**config.mk**
```make
export PLATFORM = sky130hd
export DESIGN_NAME = integer_to_radix_string
export DESIGN_NICKNAME = d
export VERILOG_FILES = /design/src/hw/rtl/i2r_pkg.sv /design/src/hw/rtl/i2r_ram.sv /design/src/hw/rtl/i2r_ctrl.sv /design/src/hw/rtl/i2r_dp.sv /design/src/hw/rtl/integer_to_radix_string.sv
export SDC_FILE = /design/constraint.sdc
export NUM_CORES = 1
export LEC_CHECK = 0
export BUFFER_PORTS_ARGS = -buffer_cell sky130_fd_sc_hd__buf_2
export CAP_MARGIN = 0
export CORE_MARGIN = 4
export CORE_UTILIZATION = 40
export DETAILED_ROUTE_END_ITERATION = 10
export PLACE_DENSITY = 0.54
export SETUP_SLACK_MARGIN = 0.3
export SYNTH_ARGS = -nofsm -noshare
export SYNTH_HDL_FRONTEND = slang
export SYNTH_SLANG_ARGS = --single-unit
```
**constraint.sdc**
```tcl
create_clock -name clk -period 4.3 [get_ports clk]
set_input_delay 0.215 -clock clk [delete_from_list [all_inputs] [get_ports clk]]
set_output_delay 0.215 -clock clk [all_outputs]
set_load 0.05 [all_outputs]
```
**src/hw/rtl/i2r_pkg.sv**
```systemverilog
package i2r_pkg;

  // field widths and defaults
  localparam int VALUE_WIDTH_DEF = 32;
  localparam int RADIX_W         = 6;
  localparam int DIGIT_W         = 6;
  localparam int CHAR_W          = 8;

  // base limits
  localparam logic [RADIX_W-1:0] RADIX_MIN = 6'd2;
  localparam logic [RADIX_W-1:0] RADIX_MAX = 6'd36;

  // fixed characters
  localparam logic [CHAR_W-1:0] CHAR_MINUS = 8'h2d;
  localparam logic [CHAR_W-1:0] CHAR_ERR   = 8'h00;
  localparam logic [CHAR_W-1:0] CHAR_ZERO  = 8'h30;
  localparam logic [CHAR_W-1:0] CHAR_A     = 8'h61;

  // commands from controller to datapath
  typedef struct packed {
    logic load;       // capture a new item
    logic step;       // one restoring division step
    logic out_sign;   // load '-' into the output register
    logic rd;         // read the next stored digit
    logic out_digit;  // load the read digit into the output register
    logic out_err;    // load the error beat
  } i2r_cmd_t;

  // status from datapath to controller
  typedef struct packed {
    logic bad_radix;     // incoming radix outside 2..36
    logic neg;           // captured value is negative
    logic bit_last;      // current step finishes a digit
    logic quo_nxt_zero;  // quotient after this step is zero
    logic cnt_zero;      // no digits left in the buffer
    logic out_free;      // output register can take a beat
  } i2r_stat_t;

  // digit value to lower-case ascii glyph
  function automatic logic [CHAR_W-1:0] digit_glyph(input logic [DIGIT_W-1:0] d);
    logic [CHAR_W-1:0] dx;
    dx = {{(CHAR_W-DIGIT_W){1'b0}}, d};
    if (d < 6'd10) begin
      digit_glyph = CHAR_ZERO + dx;
    end else begin
      digit_glyph = CHAR_A + dx - 8'd10;
    end
  endfunction

endpackage

```
**src/hw/rtl/i2r_ram.sv**
```systemverilog
module i2r_ram #(
  parameter int WIDTH = 8,
  parameter int DEPTH = 32
) (
  input  logic                     clk,
  input  logic                     we,
  input  logic [$clog2(DEPTH)-1:0] waddr,
  input  logic [WIDTH-1:0]         wdata,
  input  logic                     re,
  input  logic [$clog2(DEPTH)-1:0] raddr,
  output logic [WIDTH-1:0]         rdata
);

  logic [WIDTH-1:0] mem [DEPTH];
  logic [WIDTH-1:0] rdata_r;

  // one write port, one registered read port
  always_ff @(posedge clk) begin
    if (we) begin
      mem[waddr] <= wdata;
    end
    if (re) begin
      rdata_r <= mem[raddr];
    end
  end

  assign rdata = rdata_r;

endmodule

```
**src/hw/rtl/i2r_ctrl.sv**
```systemverilog
module i2r_ctrl
  import i2r_pkg::*;
(
  input  logic      clk,
  input  logic      rst_n,
  input  logic      in_tvalid,
  output logic      in_tready,
  input  i2r_stat_t stat,
  output i2r_cmd_t  cmd
);

  typedef enum logic [2:0] {
    S_IDLE,
    S_DIV,
    S_ERR,
    S_SIGN,
    S_READ,
    S_PUT
  } state_t;

  state_t state_r;
  state_t state_nxt;
  logic   accept;

  assign in_tready = (state_r == S_IDLE);
  assign accept    = in_tvalid && in_tready;

  // next state and commands
  always_comb begin
    state_nxt = state_r;
    cmd       = '0;
    unique case (state_r)
      S_IDLE: begin
        if (accept) begin
          cmd.load  = 1'b1;
          state_nxt = stat.bad_radix ? S_ERR : S_DIV;
        end
      end
      S_DIV: begin
        cmd.step = 1'b1;
        if (stat.bit_last && stat.quo_nxt_zero) begin
          state_nxt = stat.neg ? S_SIGN : S_READ;
        end
      end
      S_ERR: begin
        if (stat.out_free) begin
          cmd.out_err = 1'b1;
          state_nxt   = S_IDLE;
        end
      end
      S_SIGN: begin
        if (stat.out_free) begin
          cmd.out_sign = 1'b1;
          state_nxt    = S_READ;
        end
      end
      S_READ: begin
        cmd.rd    = 1'b1;
        state_nxt = S_PUT;
      end
      S_PUT: begin
        if (stat.out_free) begin
          cmd.out_digit = 1'b1;
          state_nxt     = stat.cnt_zero ? S_IDLE : S_READ;
        end
      end
      default: begin
        state_nxt = S_IDLE;
      end
    endcase
  end

  // state register
  always_ff @(posedge clk) begin
    if (!rst_n) begin
      state_r <= S_IDLE;
    end else begin
      state_r <= state_nxt;
    end
  end

endmodule

```
**src/hw/rtl/i2r_dp.sv**
```systemverilog
module i2r_dp
  import i2r_pkg::*;
#(
  parameter int VALUE_WIDTH = VALUE_WIDTH_DEF
) (
  input  logic                   clk,
  input  logic                   rst_n,
  input  logic [VALUE_WIDTH-1:0] number,
  input  logic                   is_signed,
  input  logic [RADIX_W-1:0]     radix,
  input  i2r_cmd_t               cmd,
  output i2r_stat_t              stat,
  input  logic                   out_tready,
  output logic                   out_valid,
  output logic [CHAR_W-1:0]      out_char,
  output logic                   out_last,
  output logic                   out_bad
);

  localparam int AW = $clog2(VALUE_WIDTH);
  localparam int CW = $clog2(VALUE_WIDTH + 1);
  localparam int BW = $clog2(VALUE_WIDTH);

  logic [VALUE_WIDTH-1:0] quo_r;
  logic [DIGIT_W-1:0]     rem_r;
  logic [RADIX_W-1:0]     radix_r;
  logic                   neg_r;
  logic [CW-1:0]          cnt_r;
  logic [BW-1:0]          bit_cnt_r;
  logic                   out_valid_r;
  logic [CHAR_W-1:0]      out_char_r;
  logic                   out_last_r;
  logic                   out_bad_r;

  logic                   in_neg;
  logic [VALUE_WIDTH-1:0] in_mag;
  logic [DIGIT_W:0]       rem_sh;
  logic                   ge;
  logic [DIGIT_W:0]       rem_nxt;
  logic [VALUE_WIDTH-1:0] quo_nxt;
  logic                   bit_last;
  logic [CW-1:0]          cnt_dec;
  logic [DIGIT_W-1:0]     rd_digit;
  logic                   out_free;

  // sign and magnitude of the incoming value
  assign in_neg = is_signed && number[VALUE_WIDTH-1];
  assign in_mag = in_neg ? (~number + 1'b1) : number;

  // one restoring division step, quotient bits shift in at the bottom
  assign rem_sh   = {rem_r, quo_r[VALUE_WIDTH-1]};
  assign ge       = (rem_sh >= {1'b0, radix_r});
  assign rem_nxt  = ge ? (rem_sh - {1'b0, radix_r}) : rem_sh;
  assign quo_nxt  = {quo_r[VALUE_WIDTH-2:0], ge};
  assign bit_last = (bit_cnt_r == BW'(VALUE_WIDTH - 1));
  assign cnt_dec  = cnt_r - 1'b1;

  assign out_free = !out_valid_r || out_tready;

  // status back to the controller
  always_comb begin
    stat.bad_radix    = (radix < RADIX_MIN) || (radix > RADIX_MAX);
    stat.neg          = neg_r;
    stat.bit_last     = bit_last;
    stat.quo_nxt_zero = (quo_nxt == '0);
    stat.cnt_zero     = (cnt_r == '0);
    stat.out_free     = out_free;
  end

  // division registers and digit count
  always_ff @(posedge clk) begin
    if (cmd.load) begin
      quo_r     <= in_mag;
      rem_r     <= '0;
      radix_r   <= radix;
      neg_r     <= in_neg;
      cnt_r     <= '0;
      bit_cnt_r <= '0;
    end else if (cmd.step) begin
      quo_r <= quo_nxt;
      if (bit_last) begin
        rem_r     <= '0;
        bit_cnt_r <= '0;
        cnt_r     <= cnt_r + 1'b1;
      end else begin
        rem_r     <= rem_nxt[DIGIT_W-1:0];
        bit_cnt_r <= bit_cnt_r + 1'b1;
      end
    end else if (cmd.rd) begin
      cnt_r <= cnt_dec;
    end
  end

  // digit buffer, least significant digit at address zero
  i2r_ram #(
    .WIDTH (DIGIT_W),
    .DEPTH (VALUE_WIDTH)
  ) u_digits (
    .clk   (clk),
    .we    (cmd.step && bit_last),
    .waddr (cnt_r[AW-1:0]),
    .wdata (rem_nxt[DIGIT_W-1:0]),
    .re    (cmd.rd),
    .raddr (cnt_dec[AW-1:0]),
    .rdata (rd_digit)
  );

  // output register valid
  always_ff @(posedge clk) begin
    if (!rst_n) begin
      out_valid_r <= 1'b0;
    end else if (cmd.out_sign || cmd.out_digit || cmd.out_err) begin
      out_valid_r <= 1'b1;
    end else if (out_tready) begin
      out_valid_r <= 1'b0;
    end
  end

  // output register payload
  always_ff @(posedge clk) begin
    if (cmd.out_err) begin
      out_char_r <= CHAR_ERR;
      out_last_r <= 1'b1;
      out_bad_r  <= 1'b1;
    end else if (cmd.out_sign) begin
      out_char_r <= CHAR_MINUS;
      out_last_r <= 1'b0;
      out_bad_r  <= 1'b0;
    end else if (cmd.out_digit) begin
      out_char_r <= digit_glyph(rd_digit);
      out_last_r <= (cnt_r == '0);
      out_bad_r  <= 1'b0;
    end
  end

  assign out_valid = out_valid_r;
  assign out_char  = out_char_r;
  assign out_last  = out_last_r;
  assign out_bad   = out_bad_r;

endmodule

```
**src/hw/rtl/integer_to_radix_string.sv**
```systemverilog
// a bad base loads its one error beat once the output is free; otherwise the
//   one-bit-per-cycle restoring divider takes VALUE_WIDTH steps per digit, then each
//   character takes a digit buffer read and an output load, after a '-' for a negative value
// one item at a time; the next item is taken once the final beat is loaded
// reset: synchronous active-low rst_n returns the controller to idle and empties the output
module integer_to_radix_string
  import i2r_pkg::*;
#(
  parameter int VALUE_WIDTH = VALUE_WIDTH_DEF
) (
  input  logic                 clk,
  input  logic                 rst_n,
  input  logic                 in_tvalid,
  output logic                 in_tready,
  // number [VALUE_WIDTH-1:0], is_signed, radix [5:0], zero pad to bytes
  input  logic [((VALUE_WIDTH + 1 + RADIX_W + 7) / 8) * 8 - 1:0] in_tdata,
  output logic                 out_tvalid,
  input  logic                 out_tready,
  // character [7:0]
  output logic [CHAR_W-1:0]    out_tdata,
  output logic                 out_tlast,
  // bad_base
  output logic                 out_tuser
);

  i2r_cmd_t  cmd;
  i2r_stat_t stat;

  // controller
  i2r_ctrl u_ctrl (
    .clk       (clk),
    .rst_n     (rst_n),
    .in_tvalid (in_tvalid),
    .in_tready (in_tready),
    .stat      (stat),
    .cmd       (cmd)
  );

  // datapath
  i2r_dp #(
    .VALUE_WIDTH (VALUE_WIDTH)
  ) u_dp (
    .clk        (clk),
    .rst_n      (rst_n),
    .number     (in_tdata[VALUE_WIDTH-1:0]),
    .is_signed  (in_tdata[VALUE_WIDTH]),
    .radix      (in_tdata[VALUE_WIDTH+RADIX_W:VALUE_WIDTH+1]),
    .cmd        (cmd),
    .stat       (stat),
    .out_tready (out_tready),
    .out_valid  (out_tvalid),
    .out_char   (out_tdata),
    .out_last   (out_tlast),
    .out_bad    (out_tuser)
  );

  // at most one command per cycle
  a_cmd_onehot: assert property (@(posedge clk) disable iff (!rst_n)
    $onehot0(cmd))
    else $error("controller issued more than one command");

  // error beat is a single zero character that ends the conversion
  a_err_beat: assert property (@(posedge clk) disable iff (!rst_n)
    out_tvalid && out_tuser |-> out_tlast && (out_tdata == CHAR_ERR))
    else $error("error beat malformed");

  // no new item while a conversion is in progress
  a_busy: assert property (@(posedge clk) disable iff (!rst_n)
    in_tvalid && in_tready |=> !in_tready)
    else $error("input taken again right after accept");

  // the buffer is only read while digits remain
  a_rd_cnt: assert property (@(posedge clk) disable iff (!rst_n)
    cmd.rd |-> !stat.cnt_zero)
    else $error("digit read with an empty buffer");

endmodule

```
==> results.md <==
- TritonCTS Buffers: 29
- Synth-to-Final Area Change: 14.3%
- Slew @ Worst Pin: around 1100 ps
- CTS tree: done
- Synthesized area: 12000 um2
- Hold EP: u_dp.quo_r[31]$_DFFE_PP_
- Flops & latches, synth: 268
- N_diodes: 0
- Max-slew headroom at the worst pin: roughly 27%
- Startpoint Class: flop
- Largest net degree at the start of global routing: 60
- Drt drc: 0
- Setup CP Type: flop to flop
- Main synth FF type: edfxtp_1
- Post-detail-place hpwl: 16300 um
- Vias in the first global route: between 6k and 7k
- NumNets Final: between 900 and 1k
- Final Hold Fails: 0
- Synth area leaders: edfxtp_1 59%, mux4_2 9.0%, dfxtp_1 5.2%
- Die Area: ~33000 um2
- Hold Crit Class: input port to flop
- Max Cap Viol: 0
- Area of the multi-input gates: 4120 um2
- Final worst-path cycle share: roughly 67%
- CTS Buffer Depth: 3
- CTS Root Cell: clkbuf_16
- Sequential area share after synthesis: between 60 and 70%
- Synth warn: 0
- Initial core utilization: between 40 and 50%
- Hold Path Depth: 3
- Outcome: complete, no violations
- Most frequent cells in the layout: 237 x edfxtp_1, 70 x nor2_1, 64 x nand2_1, 54 x buf_2, 49 x o21ai_0
- Reg-to-reg slack, setup: 1410 ps
- F_max: 0.346 GHz
- Port Buf Inserts: 54
- Final core utilization: 46.4%
- Final Setup Violations: 0
- Synth area leader: edfxtp_1
- Core Box Area: roughly 30000 um2
- Average cell area after synthesis: roughly 14 um2
- Layout cell share with drive strength beyond 1: roughly 19%
- LEAKAGE: roughly 4.7 nW
- Vias per cell: approximately 5.3
- FF/Latch Area: ~7700 um2
- Worst setup EP type: flop
- Site Rows: 63
- WP data arrival: roughly 3000 ps
- Library cells used by synthesis: 63
- WP data required: around 4500 ps
- Post-synth EDFFs: around 240
- Die X: between 150 and 200 um
- Worst r2r src: u_dp.radix_r[4]$_DFFE_PP_
- Initial antenna violation count: 0
- Global route overflow: 0
- R2R depth: 6
- Min Tclk post-route: between 2000 and 3000 ps
- Worst skew pair latency: 540 ps
- Filler cell count in the final layout: approximately 2.7k
- Worst Path Max Fanout: 33
- Routed WL: roughly 25000 um
- Clk pin slew, worst setup/hold paths: 60 ps
- Vias: between 6k and 7k
- Hold_sp: in_tdata[31]
- DRT Pass-1 Iters: 7
- Syn nets: ~900
- Maximum vdd ir drop: roughly 0.33 mV
- Final setup TNS: 0 ps
- All-Layer GR Usage: between 10% and 20%
- FFs w/ async S/R, synth: 0%
- Leading cell type in the layout, fill and taps excluded: edfxtp_1
- Drt initial violations: 410
- Top cell type's share of synthesized area: 59.1%
- R2R Path End: u_dp.u_digits.mem[31][0]$_DFFE_PP_
- RSZ-0062 raised after global routing: no
- Post-synthesis cell count: between 800 and 900
- H-tree depth: 1
- P per Cell Area: just under 800 nW/um2
- Die Span Y: between 150 and 200 um
- First-pass GRT wire length: roughly 40000 um
- Max Slew Vio Count: 0
- Gpl congestion: between 0.7 and 0.8
- IO Pins: 56
- DR WL/cell: around 19 um
- Final ANT Viol Nets: 0
- Clock sink count: 268
- Final clock skew: 10.4 ps
## cells by family after synthesis
logic type | after synthesis | share of synthesized area (%)
flops | 268 | 64.3
simple gates | 221 | 9.07
compound gates | 151 | 8.20
mux | 76 | 11.3
buf+inv | 60 | 2.00
xor+xnor | 41 | 3.05
fa+ha+maj | 19 | 2.04
## flip-flops by register name, summed over array words and instances (netlist names)
signal / cells
u_dp.out_char: 8
u_ctrl.state_r: 3
u_dp.u_digits.mem: 192
u_dp.u_digits.rdata: 6
u_dp.neg_r: 1
u_dp.out_bad: 1
u_dp.radix_r: 6
u_dp.out_valid: 1
u_dp.bit_cnt_r: 5
u_dp.cnt_r: 6
u_dp.out_last: 1
u_dp.quo_r: 32
u_dp.rem_r: 6
## per-stage QoR
stage	std cells	area [um2]	hold WS, ps	setup WS (ps)	power, mW
CTS	1311	13700	8.01	1380	11.1
global placement	1256	12800	409	1440	8.69
global route	1311	13700	34.4	1180	11.6
floorplan	836	12000	314	997	7.21
detailed placement	1256	12800	414	1400	8.73
finish	1311	13700	33.4	1410	10.9
## report_power, final
part	leakage (nW)	internal, mW	switching [mW]
Combinational	1.81	1.62	2.78
Clock	0.431	1.35	0.953
Sequential	2.44	3.88	0.274
## critical path, stage by stage, from the launching register on
cell	delay, ps
edfxtp_1	320
inv_1	40
ha_1	340
a21o_1	170
a211o_1	280
a41oi_1	400
mux2i_4	970
## how the worst max path moves through the flow
stage / startpoint / cells after the start / endpoint
2_1_floorplan: u_dp.radix_r[4]$_DFFE_PP_ / 7 / u_dp.u_digits.mem[0][5]$_DFFE_PP_
3_3_place_gp: u_ctrl.state_r[0]$_SDFFE_PN0P_ / 3 / u_dp.u_digits.mem[28][5]$_DFFE_PP_
3_5_place_dp: u_dp.radix_r[4]$_DFFE_PP_ / 6 / u_dp.u_digits.mem[30][0]$_DFFE_PP_
4_1_cts: u_dp.radix_r[4]$_DFFE_PP_ / 6 / u_dp.u_digits.mem[14][0]$_DFFE_PP_
5_1_grt: u_ctrl.state_r[0]$_SDFFE_PN0P_ / 3 / u_dp.u_digits.mem[29][2]$_DFFE_PP_
6_report: u_dp.radix_r[4]$_DFFE_PP_ / 6 / u_dp.u_digits.mem[31][0]$_DFFE_PP_
## repair_timing
item | in CTS | in global routing
setup buffers | 0 | 0
endpoints found under the setup margin | 0 | 0
resized for setup | 0 | 0
hold endpoints to repair | 10 | 0
hold buffers | 7 | 0
## cell type report
type | instances | area share [%]
multi-input combinational | 508 | 30.0
clock inverter | 9 | 0.519
timing repair buffer | 74 | 3.19
sequential | 268 | 56.3
inverter | 23 | 0.628
tap | 390 | 3.55
clock buffer | 39 | 5.84
## layer usage
layer	wire length (um)	GRT usage [%]	part of all wire (%)
met1	11300	21.6	45
met2	12100	24.9	48
met3	1200	2.40	4.8
met4	442	3.42	1.8
met5	0	0	0
## synthesized netlist by cell type (3+ instances only)
master / instances
nor2b_1: 4
a31oi_1: 4
nor3_1: 14
o221ai_1: 6
o21a_1: 3
dfxtp_1: 31
nand3_1: 18
ha_1: 18
a21o_1: 3
a21oi_1: 33
xnor2_1: 26
a22o_1: 7
mux4_2: 48
xor2_1: 14
nor2_1: 70
o31a_1: 3
o21ai_0: 50
o21ai_1: 9
a22oi_1: 3
nor4_1: 12
clkbuf_1: 23
o22a_1: 6
inv_1: 21
buf_2: 12
nand2_1: 65
mux2_2: 3
or3_1: 7
o31ai_1: 3
nand4_1: 5
edfxtp_1: 237
nand2b_1: 6
nand3b_1: 3
mux2i_1: 25
Note: power is estimated with default switching activity, not from simulation.
